--- config.mk ---
export PLATFORM = sky130hd
export DESIGN_NAME = running_average_filter
export DESIGN_NICKNAME = d
export VERILOG_FILES = /design/src/hdl/raf_pkg.sv /design/src/hdl/raf_ram.sv /design/src/hdl/raf_divider.sv /design/src/hdl/running_average_filter.sv
export SDC_FILE = /design/constraint.sdc
export NUM_CORES = 2
export LEC_CHECK = 0
export BUFFER_PORTS_ARGS = -buffer_cell sky130_fd_sc_hd__clkbuf_2
export CAP_MARGIN = 20
export CORE_ASPECT_RATIO = 2
export CORE_UTILIZATION = 68
export CTS_CLUSTER_DIAMETER = 200
export DETAILED_ROUTE_END_ITERATION = 8
export MAX_ROUTING_LAYER = met4
export PLACE_DENSITY = 0.87
export SLEW_MARGIN = 30
export SYNTH_ARGS = -nofsm -noshare
export SYNTH_HDL_FRONTEND = slang
export SYNTH_SLANG_ARGS = --single-unit
--- constraint.sdc ---
create_clock -name clk_i -period 12.5 [get_ports clk_i]
set_clock_uncertainty 0.1 [all_clocks]
set_input_delay 1.875 -clock clk_i [delete_from_list [all_inputs] [get_ports clk_i]]
set_output_delay 1.875 -clock clk_i [all_outputs]
set_load 0.01 [all_outputs]
--- src/hdl/raf_pkg.sv ---
// ----------------------------------------------------------------------------
// raf_pkg
// shared widths, types and constants of the running average filter
// ----------------------------------------------------------------------------
package raf_pkg;

  // sample and result width
  localparam int unsigned DATA_W       = 32;
  // deepest window the ring store can hold
  localparam int unsigned MAX_WINDOW   = 32;
  // window size register
  localparam int unsigned WIN_W        = 6;
  localparam logic [WIN_W-1:0] WINDOW_RESET = WIN_W'(20);

  // ring slot index, entry count and running sum widths
  localparam int unsigned SLOT_W = (MAX_WINDOW > 1) ? $clog2(MAX_WINDOW) : 1;
  localparam int unsigned CNT_W  = $clog2(MAX_WINDOW + 1);
  localparam int unsigned CMP_W  = (CNT_W > WIN_W) ? CNT_W : WIN_W;
  localparam int unsigned SUM_W  = DATA_W + $clog2(MAX_WINDOW);
  // divider step counter
  localparam int unsigned ITER_W = $clog2(SUM_W + 1);

  // divider status toward the sequencer
  typedef struct packed {
    logic busy;
    logic done;
  } div_status_t;

  // sequencer states
  typedef enum logic [4:0] {
    S_IDLE   = 5'b00001,
    S_UPDATE = 5'b00010,
    S_DIVIDE = 5'b00100,
    S_DRAIN  = 5'b01000,
    S_UNUSED = 5'b10000
  } raf_state_e;

endpackage

--- src/hdl/raf_ram.sv ---
// ----------------------------------------------------------------------------
// raf_ram
// generic single write port ram with registered read
// ----------------------------------------------------------------------------
module raf_ram #(
  parameter int unsigned WIDTH = 32,
  parameter int unsigned DEPTH = 32
) (
  input  logic                                      clk_i,
  input  logic                                      we_i,
  input  logic [((DEPTH > 1) ? $clog2(DEPTH) : 1)-1:0] waddr_i,
  input  logic [WIDTH-1:0]                          wdata_i,
  input  logic [((DEPTH > 1) ? $clog2(DEPTH) : 1)-1:0] raddr_i,
  output logic [WIDTH-1:0]                          rdata_o
);

  logic [WIDTH-1:0] mem_q [DEPTH];
  logic [WIDTH-1:0] rdata_q;

  always_ff @(posedge clk_i) begin
    if (we_i) begin
      mem_q[waddr_i] <= wdata_i;
    end
    rdata_q <= mem_q[raddr_i];
  end

  assign rdata_o = rdata_q;

endmodule

--- src/hdl/raf_divider.sv ---
// ----------------------------------------------------------------------------
// raf_divider
// iterative signed sum by unsigned count division, one quotient bit a cycle
// ----------------------------------------------------------------------------
module raf_divider (
  input  logic                                 clk_i,
  input  logic                                 rst_ni,
  input  logic                                 start_i,
  input  logic signed [raf_pkg::SUM_W-1:0]     dividend_i,
  input  logic [raf_pkg::CNT_W-1:0]            divisor_i,
  output raf_pkg::div_status_t                 status_o,
  output logic [raf_pkg::DATA_W-1:0]           quotient_o
);

  logic                            busy_q, busy_d;
  logic                            done_q, done_d;
  logic [raf_pkg::ITER_W-1:0]      iter_q, iter_d;
  logic                            neg_q, neg_d;
  logic [raf_pkg::CNT_W-1:0]       div_q, div_d;
  logic [raf_pkg::CNT_W-1:0]       rem_q, rem_d;
  logic [raf_pkg::SUM_W-1:0]       quo_q, quo_d;

  logic [raf_pkg::CNT_W:0]         rem_sh;
  logic [raf_pkg::CNT_W:0]         div_ext;
  logic [raf_pkg::CNT_W:0]         rem_sub;
  logic                            ge;
  logic [raf_pkg::SUM_W-1:0]       mag_in;
  logic [raf_pkg::SUM_W-1:0]       result;

  // shift in next dividend bit, trial subtract
  assign rem_sh  = {rem_q, quo_q[raf_pkg::SUM_W-1]};
  assign div_ext = {1'b0, div_q};
  assign ge      = (rem_sh >= div_ext);
  assign rem_sub = rem_sh - div_ext;
  assign mag_in  = dividend_i[raf_pkg::SUM_W-1] ? -dividend_i : dividend_i;

  always_comb begin
    busy_d = busy_q;
    done_d = 1'b0;
    iter_d = iter_q;
    neg_d  = neg_q;
    div_d  = div_q;
    rem_d  = rem_q;
    quo_d  = quo_q;
    if (start_i) begin
      busy_d = 1'b1;
      iter_d = raf_pkg::ITER_W'(raf_pkg::SUM_W);
      neg_d  = dividend_i[raf_pkg::SUM_W-1];
      div_d  = divisor_i;
      rem_d  = '0;
      quo_d  = mag_in;
    end else if (busy_q) begin
      rem_d  = ge ? rem_sub[raf_pkg::CNT_W-1:0] : rem_sh[raf_pkg::CNT_W-1:0];
      quo_d  = {quo_q[raf_pkg::SUM_W-2:0], ge};
      iter_d = iter_q - raf_pkg::ITER_W'(1);
      if (iter_q == raf_pkg::ITER_W'(1)) begin
        busy_d = 1'b0;
        done_d = 1'b1;
      end
    end
  end

  always_ff @(posedge clk_i or negedge rst_ni) begin
    if (!rst_ni) begin
      busy_q <= 1'b0;
      done_q <= 1'b0;
      iter_q <= '0;
    end else begin
      busy_q <= busy_d;
      done_q <= done_d;
      iter_q <= iter_d;
    end
  end

  always_ff @(posedge clk_i) begin
    neg_q <= neg_d;
    div_q <= div_d;
    rem_q <= rem_d;
    quo_q <= quo_d;
  end

  // truncation toward zero: divide magnitudes, then restore the sign
  assign result        = neg_q ? -quo_q : quo_q;
  assign quotient_o    = result[raf_pkg::DATA_W-1:0];
  assign status_o.busy = busy_q;
  assign status_o.done = done_q;

endmodule

--- src/hdl/running_average_filter.sv ---
// ----------------------------------------------------------------------------
// running_average_filter
// boxcar moving average over the most recent window_size signed samples
// ----------------------------------------------------------------------------
// flow: ring read, sum update, the bit-serial steps of the restoring divider,
//   then the output load; no new input is taken until the sequencer is
//   idle again, once the result has been loaded into the output register
// reset: ring entries read as zero (valid bits cleared), sum, slot and count
//   zero, window 20; a window_size write clears the same state at once
// ----------------------------------------------------------------------------
module running_average_filter (
  input  logic                           clk_i,
  input  logic                           rst_ni,
  // configuration
  input  logic                           window_size_we_i,
  input  logic [raf_pkg::WIN_W-1:0]      window_size_i,
  // input item
  input  logic                           in_valid_i,
  output logic                           in_stall_o,
  input  logic signed [raf_pkg::DATA_W-1:0] sample_i,
  // result item
  output logic                           out_valid_o,
  input  logic                           out_stall_i,
  output logic signed [raf_pkg::DATA_W-1:0] average_o
);

  raf_pkg::raf_state_e                  state_q, state_d;

  // configuration and filter state
  logic [raf_pkg::WIN_W-1:0]            window_q;
  logic [raf_pkg::MAX_WINDOW-1:0]       valid_q;
  logic signed [raf_pkg::SUM_W-1:0]     sum_q, sum_d;
  logic [raf_pkg::SLOT_W-1:0]           slot_q;
  logic [raf_pkg::CNT_W-1:0]            count_q, count_d;

  // per item registers
  logic [raf_pkg::SLOT_W-1:0]           cur_slot_q;
  logic signed [raf_pkg::DATA_W-1:0]    sample_q;

  // output register
  logic                                 out_valid_q;
  logic signed [raf_pkg::DATA_W-1:0]    average_q;

  // effective window, zero maps to one and oversize clamps to the maximum
  logic [raf_pkg::CMP_W-1:0]            win_ext;
  logic [raf_pkg::CNT_W-1:0]            eff_win;
  logic [raf_pkg::CNT_W-1:0]            slot_ext;
  logic [raf_pkg::CNT_W-1:0]            cur_ext;
  logic [raf_pkg::CNT_W-1:0]            next_ext;
  logic [raf_pkg::SLOT_W-1:0]           cur_slot;

  logic                                 in_accept;
  logic                                 out_free;
  logic                                 do_update;
  logic signed [raf_pkg::DATA_W-1:0]    old_raw;
  logic signed [raf_pkg::DATA_W-1:0]    old_sample;
  logic signed [raf_pkg::SUM_W-1:0]     old_ext;
  logic signed [raf_pkg::SUM_W-1:0]     new_ext;

  raf_pkg::div_status_t                 div_status;
  logic [raf_pkg::DATA_W-1:0]           quotient;

  assign win_ext = raf_pkg::CMP_W'(window_q);

  always_comb begin
    priority if (window_q == '0) begin
      eff_win = raf_pkg::CNT_W'(1);
    end else if (win_ext > raf_pkg::CMP_W'(raf_pkg::MAX_WINDOW)) begin
      eff_win = raf_pkg::CNT_W'(raf_pkg::MAX_WINDOW);
    end else begin
      eff_win = raf_pkg::CNT_W'(win_ext);
    end
  end

  // slot the incoming item replaces, wrapped into the window
  assign slot_ext = raf_pkg::CNT_W'(slot_q);
  assign cur_slot = (slot_ext >= eff_win) ? '0 : slot_q;
  assign cur_ext  = raf_pkg::CNT_W'(cur_slot_q);
  assign next_ext = cur_ext + raf_pkg::CNT_W'(1);

  assign in_stall_o = (state_q != raf_pkg::S_IDLE);
  assign in_accept  = in_valid_i && !in_stall_o;
  assign out_free   = !out_valid_q || !out_stall_i;
  assign do_update  = (state_q == raf_pkg::S_UPDATE);

  // ring store, one write and one registered read per cycle
  raf_ram #(
    .WIDTH (raf_pkg::DATA_W),
    .DEPTH (raf_pkg::MAX_WINDOW)
  ) u_ring (
    .clk_i   (clk_i),
    .we_i    (do_update),
    .waddr_i (cur_slot_q),
    .wdata_i (sample_q),
    .raddr_i (cur_slot),
    .rdata_o (old_raw)
  );

  // entries never written since the last clear read as zero
  assign old_sample = valid_q[cur_slot_q] ? old_raw : '0;
  assign old_ext    = raf_pkg::SUM_W'(old_sample);
  assign new_ext    = raf_pkg::SUM_W'(sample_q);
  assign sum_d      = sum_q - old_ext + new_ext;
  assign count_d    = (count_q < eff_win) ? count_q + raf_pkg::CNT_W'(1) : count_q;

  // divider: running sum over the updated entry count
  raf_divider u_divider (
    .clk_i      (clk_i),
    .rst_ni     (rst_ni),
    .start_i    (do_update),
    .dividend_i (sum_d),
    .divisor_i  (count_d),
    .status_o   (div_status),
    .quotient_o (quotient)
  );

  // sequencer
  always_comb begin
    state_d = state_q;
    unique case (state_q)
      raf_pkg::S_IDLE: begin
        if (in_accept) begin
          state_d = raf_pkg::S_UPDATE;
        end
      end
      raf_pkg::S_UPDATE: begin
        state_d = raf_pkg::S_DIVIDE;
      end
      raf_pkg::S_DIVIDE: begin
        if (div_status.done) begin
          state_d = out_free ? raf_pkg::S_IDLE : raf_pkg::S_DRAIN;
        end
      end
      raf_pkg::S_DRAIN: begin
        if (out_free) begin
          state_d = raf_pkg::S_IDLE;
        end
      end
      default: begin
        state_d = raf_pkg::S_IDLE;
      end
    endcase
  end

  // load the output register when the quotient is ready and the slot is free
  logic load_out;
  assign load_out = out_free &&
                    (((state_q == raf_pkg::S_DIVIDE) && div_status.done) ||
                     (state_q == raf_pkg::S_DRAIN));

  always_ff @(posedge clk_i or negedge rst_ni) begin
    if (!rst_ni) begin
      state_q     <= raf_pkg::S_IDLE;
      window_q    <= raf_pkg::WINDOW_RESET;
      valid_q     <= '0;
      sum_q       <= '0;
      slot_q      <= '0;
      count_q     <= '0;
      out_valid_q <= 1'b0;
    end else begin
      state_q <= state_d;
      if (window_size_we_i) begin
        // any window write restarts warm-up
        window_q <= window_size_i;
        valid_q  <= '0;
        sum_q    <= '0;
        slot_q   <= '0;
        count_q  <= '0;
      end else if (do_update) begin
        valid_q[cur_slot_q] <= 1'b1;
        sum_q               <= sum_d;
        slot_q              <= (next_ext >= eff_win) ? '0 : raf_pkg::SLOT_W'(next_ext);
        count_q             <= count_d;
      end
      if (load_out) begin
        out_valid_q <= 1'b1;
      end else if (!out_stall_i) begin
        out_valid_q <= 1'b0;
      end
    end
  end

  always_ff @(posedge clk_i) begin
    if (in_accept) begin
      cur_slot_q <= cur_slot;
      sample_q   <= sample_i;
    end
    if (load_out) begin
      average_q <= quotient;
    end
  end

  assign out_valid_o = out_valid_q;
  assign average_o   = average_q;

  // fill count never passes the effective window
  assert property (@(posedge clk_i) disable iff (!rst_ni)
    count_q <= eff_win)
    else $error("fill count above window");

  // write slot stays inside the window
  assert property (@(posedge clk_i) disable iff (!rst_ni)
    slot_ext < eff_win)
    else $error("write slot outside window");

  // an empty window holds a zero sum
  assert property (@(posedge clk_i) disable iff (!rst_ni)
    (count_q == '0) |-> (sum_q == '0))
    else $error("nonzero sum with empty window");

  // an accepted item goes straight to the sum update
  assert property (@(posedge clk_i) disable iff (!rst_ni)
    in_accept |=> (state_q == raf_pkg::S_UPDATE))
    else $error("accepted item skipped the update");

  // divider never finishes outside the divide state
  assert property (@(posedge clk_i) disable iff (!rst_ni)
    div_status.done |-> (state_q == raf_pkg::S_DIVIDE))
    else $error("divider done outside divide state");

endmodule

==> key figures <==
Outcome
  • Outcome: completed

Global route
  • Largest net degree at the start of global routing: about 160
  • Initial antenna violation count: 2
  • Gr usage total: 0.404
  • Number of global-route vias before repair: roughly 37000
  • First-pass GRT wire length: roughly 230000 µm
  • GRT overflow: 0

Clock tree
  • Root Driver: clkbuf_16
  • Clock Latency Late Sink: about 740 ps
  • Resized cells post-CTS: 0
  • CTS H-tree lvls: 3
  • Inserted Clock Buffers: just over 100
  • CTS sink count: between 1000 and 1500
  • Clock slew at reported path FFs: roughly 80 ps
  • Clock Path Buffers: 3
  • Clock tree from TritonCTS: built
  • Number of setup buffers added after CTS: 0
  • CTS Hold Bufs: 0

Floorplanning
  • Die H: 403 µm
  • Chip Width: around 200 µm
  • Core Footprint: about 80000 µm²
  • Initial Utilization: 0.689
  • Boundary Pins: a little under 80
  • Num rows: ~150
  • Area of the die: 81600 µm²

Yosys
  • Avg Cell Area, Syn: roughly 14 µm²
  • Yosys cell types: 104
  • Largest cells by area after synthesis: edfxtp_1 62%, dfrtp_1 4.4%, mux2i_1 3.0%
  • Post-synthesis mux area share: 0.0509
  • Area share of the largest cell type after synthesis: 0.625
  • Synthesis-stage register bit count: ~1300
  • Synth warn: 0
  • Number of enable flip-flop cells after synthesis: between 1000 and 1500
  • XOR/XNOR Fraction of Synth Area: 0.0138
  • Largest family of logic cells by synthesized area: compound AO/OA/AOI/OAI gates
  • Ys flop type: edfxtp_1
  • Synthesized area: around 55000 µm²
  • Post-Synth Simple-Gate Area: 0.0812
  • Syn Nets: 4041
  • Top-count cell post-synth: edfxtp_1
  • Sequential area share after synthesis: 0.684
  • Synth Instances: just under 4000
  • Ys async rst share: 0.0777
  • Synth Area in Adders: 0.0291
  • Area leader, netlist: edfxtp_1
  • Synth Area in Compound Gates: 0.111
  • Top cells by count, synth: 1137 x edfxtp_1, 301 x nand2_1, 188 x inv_1, 187 x clkbuf_1, 172 x nor2_1

Finish
  • Layout Area Growth over Synthesis: 9.91%
  • NumNets Final: 4083
  • Fraction of layout cells with a size suffix above 1: 0.127

Critical path
  • CP endpoint kind: flop
  • Reg2reg end: u_ring.rdata_o[24]
  • CP Launch Type: flop
  • Critical Path RT: 12950 ps
  • Worst r2r src: win_ext[5]
  • Crit-path max FO: 55
  • R2R depth: 15
  • CP Data Arrival Time: 7200 ps
  • Internal reg-to-reg setup slack: about 5700 ps
  • Crit Path Category: flop to flop

Timing
  • Worst-Margin Slew: roughly 1100 ps
  • Setup_tns: 0 ps
  • Crit share post-route: 0.540
  • Final Setup Violations: 0
  • Fin. Hold Viols: 0
  • Unrepaired setup endpoints after global routing: false
  • Worst slew margin: 0.251
  • Fin. max-slew vios: 0
  • Fmax achieved: 0.148 GHz
  • Min cycle time layout: between 6000 and 7000 ps

Hold path
  • Hold EP: u_divider.rem_q[5]
  • HP Class: flop to flop
  • WHS Path Cells: 2
  • Hold Startpoint: u_divider.rem_q[5]

Route
  • DRC: 0
  • WL per Instance: ~31 µm
  • First-pass iteration count of the detailed router: 6
  • Final WL: ~160000 µm
  • Total vias in the final route: 37058
  • Via density: about 7.3
  • Routed Antenna Nets: 0
  • Initial drt markers: about 4800

Placed design
  • DPL Wire Length: approximately 87000 µm
  • Routability Congestion: 0.970
  • PortBufs: between 70 and 80

Flow run
  • Max-cap violation count: 0

Power
  • LEAKAGE: between 20 and 25 nW
  • Total power: about 0.012 W
  • Worst vdd ir: 143 µV
  • Power Dens Cells: slightly below 200 nW/µm²
==> flip-flops by register name, indices dropped and copies added (netlist names), 5 cells and up <==
name and count:
sum_q 37, valid_q 32, cur_slot_q 5, u_divider.quo_q 37, sample_q 32, u_divider.iter_q 6, slot_q 5, count_q 6
win_ext 6, u_ring.mem_q 1024, u_divider.div_q 6, u_ring.rdata_o 32, u_divider.rem_q 6, average_o 32
==> worst max-delay path: stages, from the launching register on <==
cell      delay, ps
dfrtp_1         700
clkinv_1        440
nand2_1         260
ha_1            260
a21o_1          160
a21o_1          170
a21o_1          190
a21oi_1         710
o21ai_4          50
buf_4           340
inv_6           530
buf_4           770
mux4_2          460
and2_1          190
nor4_1          860
nand4b_1        260
==> layer usage <==
| metal | part of all wire | vias up | global-route usage |
|---|---|---|---|
| li1 | - | 14928 | - |
| met1 | 0.29 | 17750 | 0.420 |
| met2 | 0.49 | 3324 | 0.642 |
| met3 | 0.12 | 1056 | 0.105 |
| met4 | 0.093 | 0 | 0.332 |
| met5 | 0 | - | - |
==> logic make-up after synthesis <==
group           after synthesis
buf+inv                     425
mux                         234
xor+xnor                     85
simple gates                871
compound gates              899
fa+ha+maj                   105
flops                      1274
==> worst max path at each step <==
stage | from | endpoint | slack, ps
detailed placement | cur_slot_q[1] | u_divider.quo_q[1] | 5760
global placement | cur_slot_q[1] | u_divider.quo_q[29] | 5910
finish | win_ext[5] | u_ring.rdata_o[24] | 5750
global route | cur_slot_q[3] | u_divider.quo_q[1] | 5450
floorplan | cur_slot_q[1] | u_divider.quo_q[34] | 6970
CTS | cur_slot_q[1] | u_divider.quo_q[1] | 5690
==> area by class of cell <==
class / count / area (µm²)
Tap cell: 1036 / 1300
Timing Repair Buffer: 173 / 1160
Antenna cell: 2 / 5.00
Fill cell: 4382 / 19200
Clock inverter: 64 / 791
Multi-Input combinational cell: 2194 / 16000
Inverter: 191 / 729
Sequential cell: 1274 / 37400
Clock buffer: 128 / 2710
==> power breakdown <==
group,internal [W],switching [W]
Combinational,0.00105,0.00211
Sequential,0.00510,0.000248
Clock,0.00185,0.00157
Total,0.00800,0.00393
==> cell usage in the layout (no fill, tap or decap), drive strengths merged, types with 31 or more instances in the layout <==
cell	instances
buf	99
ha	68
o22ai	137
a211oi	147
clkbuf	202
nor4	47
mux4	31
nand4b	35
o221ai	34
nor2	173
fa	37
mux2	41
nor2b	69
edfxtp	1137
and2	78
xnor2	64
dfxtp	38
nand2	301
inv	192
a21oi	163
clkinv	33
a31oi	40
a221oi	37
o21ai	172
dfrtp	96
mux2i	162
==> stage by stage <==
step | utilization | setup slack [ps] | hold slack, ps | cell area (µm²) | instances
finish | 0.757 | 5750 | 378 | 60100 | 5062
global route | 0.757 | 5450 | 395 | 60100 | 5062
CTS | 0.756 | 5690 | 385 | 59900 | 5053
detailed placement | 0.712 | 5760 | 376 | 56400 | 4861
global placement | 0.712 | 5910 | 341 | 56400 | 4860
floorplan | - | 6970 | 332 | 54600 | 3893
Power figures use the tool's default switching activity.
